[src/design/sbpl_pkg.sv]
// ----------------------------------------------------------------------------
// sbpl_pkg
// Shared types and constants for the sorted bounded priority list.
// ----------------------------------------------------------------------------
package sbpl_pkg;

    localparam int ACT_W      = 3;
    localparam int IDX_W      = 31;
    localparam int KEY_W      = 32;
    localparam int RC_W       = 6;
    localparam int STS_W      = 2;
    localparam int CNT_OUT_W  = 6;
    localparam int TDATA_W    = 72;
    // Longest readout burst, in beats.
    localparam int RESULT_LIMIT = 32;

    typedef enum logic [ACT_W-1:0] {
        ACT_PUSH  = 3'd0,
        ACT_POP   = 3'd1,
        ACT_TOP   = 3'd2,
        ACT_SIZE  = 3'd3,
        ACT_READ  = 3'd4,
        ACT_CLEAR = 3'd5
    } t_action;

    localparam logic [STS_W-1:0] STS_OK    = 2'd0;
    localparam logic [STS_W-1:0] STS_EMPTY = 2'd1;
    localparam logic [STS_W-1:0] STS_FULL  = 2'd2;

    typedef enum logic [1:0] {
        S_IDLE,
        S_EXEC,
        S_READ
    } t_state;

    // Controller to datapath.
    typedef struct packed {
        logic load;  // capture the incoming command beat
        logic exec;  // carry out the captured command
        logic step;  // emit the next readout entry
    } t_dp_cmd;

    // Datapath to controller.
    typedef struct packed {
        logic    out_free;  // output register can take a result this cycle
        t_action action;    // captured command
        logic    rd_zero;   // readout would return no entries
        logic    rd_last;   // current readout entry is the final one
    } t_dp_stat;

endpackage

[src/design/sbpl_ctrl.sv]
// ----------------------------------------------------------------------------
// sbpl_ctrl
// Command sequencer: capture, execute, and readout burst control.
// ----------------------------------------------------------------------------
module sbpl_ctrl
    import sbpl_pkg::*;
(
    input  logic     i_clk,
    input  logic     i_rst_n,
    input  logic     i_in_valid,
    output logic     o_in_ready,
    input  t_dp_stat i_stat,
    output t_dp_cmd  o_cmd
);

    t_state r_state;
    t_state n_state;

    always_ff @(posedge i_clk) begin
        if (!i_rst_n) begin
            r_state <= S_IDLE;
        end else begin
            r_state <= n_state;
        end
    end

    always_comb begin
        n_state = r_state;
        unique case (r_state)
            S_IDLE: begin
                if (i_in_valid) begin
                    n_state = S_EXEC;
                end
            end
            S_EXEC: begin
                if (i_stat.out_free) begin
                    if (i_stat.action == ACT_READ && !i_stat.rd_zero) begin
                        n_state = S_READ;
                    end else begin
                        n_state = S_IDLE;
                    end
                end
            end
            S_READ: begin
                if (i_stat.out_free && i_stat.rd_last) begin
                    n_state = S_IDLE;
                end
            end
            default: n_state = S_IDLE;
        endcase
    end

    always_comb begin
        o_in_ready = 1'b0;
        o_cmd      = '0;
        unique case (r_state)
            S_IDLE: begin
                o_in_ready = 1'b1;
                o_cmd.load = i_in_valid;
            end
            S_EXEC: begin
                o_cmd.exec = i_stat.out_free;
            end
            S_READ: begin
                o_cmd.step = i_stat.out_free;
            end
            default: begin
                o_in_ready = 1'b0;
            end
        endcase
    end

    // A readout burst is only entered for a readout command with entries.
    a_read_entry: assert property (@(posedge i_clk) disable iff (!i_rst_n)
        (r_state == S_EXEC && n_state == S_READ) |->
            (i_stat.action == ACT_READ && !i_stat.rd_zero))
        else $error("readout burst entered for a command with no entries");

    // A command is never executed twice.
    a_single_exec: assert property (@(posedge i_clk) disable iff (!i_rst_n)
        o_cmd.exec |=> !o_cmd.exec)
        else $error("command executed on consecutive cycles");

    // Nothing is captured while a command is still in progress.
    a_no_load_busy: assert property (@(posedge i_clk) disable iff (!i_rst_n)
        (o_cmd.exec || o_cmd.step) |-> !o_cmd.load)
        else $error("command captured while busy");

endmodule

[config.mk]
export PLATFORM = sky130hd
export DESIGN_NAME = sbpl_ctrl
export DESIGN_NICKNAME = d
export VERILOG_FILES = /design/src/design/sbpl_pkg.sv /design/src/design/sbpl_ctrl.sv
export SDC_FILE = /design/constraint.sdc
export NUM_CORES = 1
export LEC_CHECK = 0
export CAP_MARGIN = 20
export CORE_AREA = 2 2 39 41
export CTS_CLUSTER_DIAMETER = 200
export DETAILED_ROUTE_END_ITERATION = 6
export DIE_AREA = 0 0 41 43
export DONT_BUFFER_PORTS = 1
export SYNTH_ARGS = -nofsm -noshare
export SYNTH_HDL_FRONTEND = slang
export SYNTH_SLANG_ARGS = --single-unit
export TNS_END_PERCENT = 5
[constraint.sdc]
create_clock -name i_clk -period 2 [get_ports i_clk]
set_input_delay 0.4 -clock i_clk [delete_from_list [all_inputs] [get_ports i_clk]]
set_output_delay 0.4 -clock i_clk [all_outputs]
set_load 0.02 [all_outputs]
# Word level (Yosys, flattened, before mapping)
# Cells that the tools add are included.
# op_classes
eq_ne	6
muxes	9
reduce_logical	5
# ops
op	n
$mux 2	4
$ne 2x2->1 const B	3
$pmux 2 s3	1
$mux 1	4
$eq 3x3->1 const B	1
$reduce_and 3->1	1
$eq 2x1->1 const B	1
$eq 2x2->1 const B	1
$logic_and 1x1->1	2
$logic_not 2->1	1
$logic_not 1->1	1
# word_totals
ff_bits	2
in_bits	9
output_inout_bits	4

# Longest topological paths before layout
# depth
ltp_word	5
ltp_mapped	3
depth_no_buf	3

# Worst setup path before layout
# OpenSTA, ideal clock, no wires.
# synth_path
path_kind	register to output
from	reg r_state[1]
to	out o_cmd[2] (netlist bit)
arrival_ns	0.953
required_time_ns	1.600
path_slack_ns	0.647
path_stages_with_launch	3
n_path_buf	0
cell_sequence	dfxtp_1 nor2_1 and2_1
# synth_lines
element	line_no	source
from (decl)	sbpl_ctrl.sv:16	t_state r_state;
from (signal assigned)	sbpl_ctrl.sv:23	r_state <= n_state;
to (decl)	sbpl_ctrl.sv:13	output t_dp_cmd o_cmd

==> results.toml <==
[run_status]
status = "finished, final reports clean"

[worst_setup_path]
reg2reg_depth = 3
r2r_slack_ps = 1160
crit_type = "reg2out"
endpoint = "o_cmd[2]"
cp_max_fo = 5
cp.arrival_ps = 1230
r2r-start = "r_state[0]$_SDFFE_PN0P_"
worstSetupStartpoint = "r_state[1]$_SDFFE_PN0P_"
crit_required_ps = 1600
end_kind = "output pin"
r2r_end = "r_state[1]$_SDFFE_PN0P_"
start_kind = "flop"

[floorplanning]
pin_count = 13
core_mm2 = 0.00138
die_area_mm2 = 0.00176
start_util = 0.0877
die_w_um = 41
fp.dieH_um = 43
num_rows = 14

[clocking]
cts_tree = "done"
clkLatencyLatePin_ps = 220
numCtsBuffers = 3
ctsHoldBuffers = 0
root_buffer = "clkbuf_4"
post_cts_resized = 0
cts.htree.levels = 1
post_cts_buffers = 0
clkSlewWorstSetupHoldPaths_ps = 30
clock-sinks = 2
clock_path_buffers = 2

[sta]
slew_headroom = 0.729
rsz0062_at_grt = "false"
fin_hold_ws_ps = 299
post-route-period-util = 0.814
max_clock_freq_mhz = 614
skew_ps = 0.106
period_needed_ps = 1630
setup_viol = 0
finalSetupTns_ps = 0
tightest_slew_ps = 404
hold_viol_final = 0
drv_slew = 0

[power]
ir_drop_mv = 0.142
power_density_mw_per_mm2 = 895
p_leak_nw = 0.0608

[finish]
top_regs = "r_state: 2 flops"
nets = 29
post-route-util = 0.118
instances_no_fill = 34
drive_above_1_share = 0.222
fillCellCount = 155
antenna_cells = 0
largest-register = "r_state"
postLayoutCellArea_um2 = 164
largest_register_ffs = 2
areaGrowthSynthToFinish_pct = 35.1

[synth]
yosys_warnings = 0
netlist.area_leader.share = 0.330
synthesis.nets = 24
avgSynthCellArea_um2 = 8.09
syn_inst = 15
synth_area_leaders = "dfxtp_1 (33%), nor2_1 (9.3%), mux2i_1 (8.2%), nor3_2 (8.2%), or4b_1 (8.2%)"
synth_ff_type = "dfxtp_1"
yosysSeqAreaShare = 0.330
async_reset_ff_frac = 0
yosysMostFrequentCell = "nor2_1"
synth-edff-count = 0
synth.distinct_cells = 12
synth_area_leader_cell = "dfxtp_1"
syn_area_um2 = 121
synth-seq-cells = 2
yosys-top-cells-count = "nor2_1 (3), dfxtp_1 (2)"

[route]
drtIter0Drc = 4
drtAntennaViolNets = 0
via_per_inst = 3.21
drt_wl_total_um = 285
wl_per_cell_um = 8.38
vias = 109
drc = 0
first_pass_iters = 2

[global_route]
grt_pass1_vias = 119
overflow = 0
grt_start_max_net_pins = 6
grt_use_total = 0.0491
grt_first_pass_wirelength_um = 434
grt_antenna_before_repair = 0

[worst_hold_path]
hp-class = "in2reg"

[placement]
placed_cell_area_um2 = 141
port_buffers = 0
gp_congestion = 0.449
dp_cells = 31

[job]
maxCapViolCount = 0
[final cells by class]
type / count / area [µm²] / area share
Multi-Input combinational cell: 12 / 77.6 / 0.473
Sequential cell: 2 / 40.0 / 0.244
Inverter: 1 / 3.75 / 0.0229
Tap cell: 16 / 20.0 / 0.122
Clock buffer: 3 / 22.5 / 0.137
[placed cells by master (no fill, tap or decap), drive strengths merged]
cell / n
nor3: 1
a21oi: 1
nor3b: 1
nand2: 1
clkbuf: 3
nand2b: 1
and2: 1
nor2: 3
or4b: 1
inv: 1
dfxtp: 2
mux2i: 1
o21a: 1
[layer usage]
layer	up-vias	track usage	routed length, µm
met5	-	0	0
met1	45	0.0319	110
met2	7	0.0469	135
met3	0	0.0628	40
met4	0	0.0800	0
li1	57	-	-
[metrics by stage]
| step | worst slack [ps] | total power, mW |
|---|---|---|
| after global routing | 245 | 0.163 |
| after floorplan | 647 | 0.0566 |
| after detailed placement | 607 | 0.0579 |
| final | 372 | 0.147 |
| after global placement | 599 | 0.0582 |
| after CTS | 358 | 0.155 |
[critical path, stage by stage (launching register included)]
cell,delay [ps]
dfxtp_1,340
nor2_1,360
and2_1,310
[worst min path at each step]
stage,startpoint,endpoint,slack [ps],cells after the start
2_1_floorplan,r_state[1]$_SDFFE_PN0P_,r_state[0]$_SDFFE_PN0P_,480,1
3_3_place_gp,r_state[1]$_SDFFE_PN0P_,r_state[0]$_SDFFE_PN0P_,510,1
3_5_place_dp,r_state[1]$_SDFFE_PN0P_,r_state[0]$_SDFFE_PN0P_,520,1
4_1_cts,i_rst_n,r_state[1]$_SDFFE_PN0P_,290,1
5_1_grt,i_rst_n,r_state[1]$_SDFFE_PN0P_,280,1
6_report,i_rst_n,r_state[1]$_SDFFE_PN0P_,300,1
[where the power goes]
group          internal (mW)  switching, mW
Combinational        0.00453        0.00916
Sequential            0.0419        0.00170
Clock                 0.0662         0.0232
Total                  0.113         0.0341
[cells by family after synthesis]
group,synth area share
simple gates,0.454
compound gates,0.103
flops,0.330
mux,0.0825
buf+inv,0.0309
Note: power is estimated with default switching activity, not from simulation.
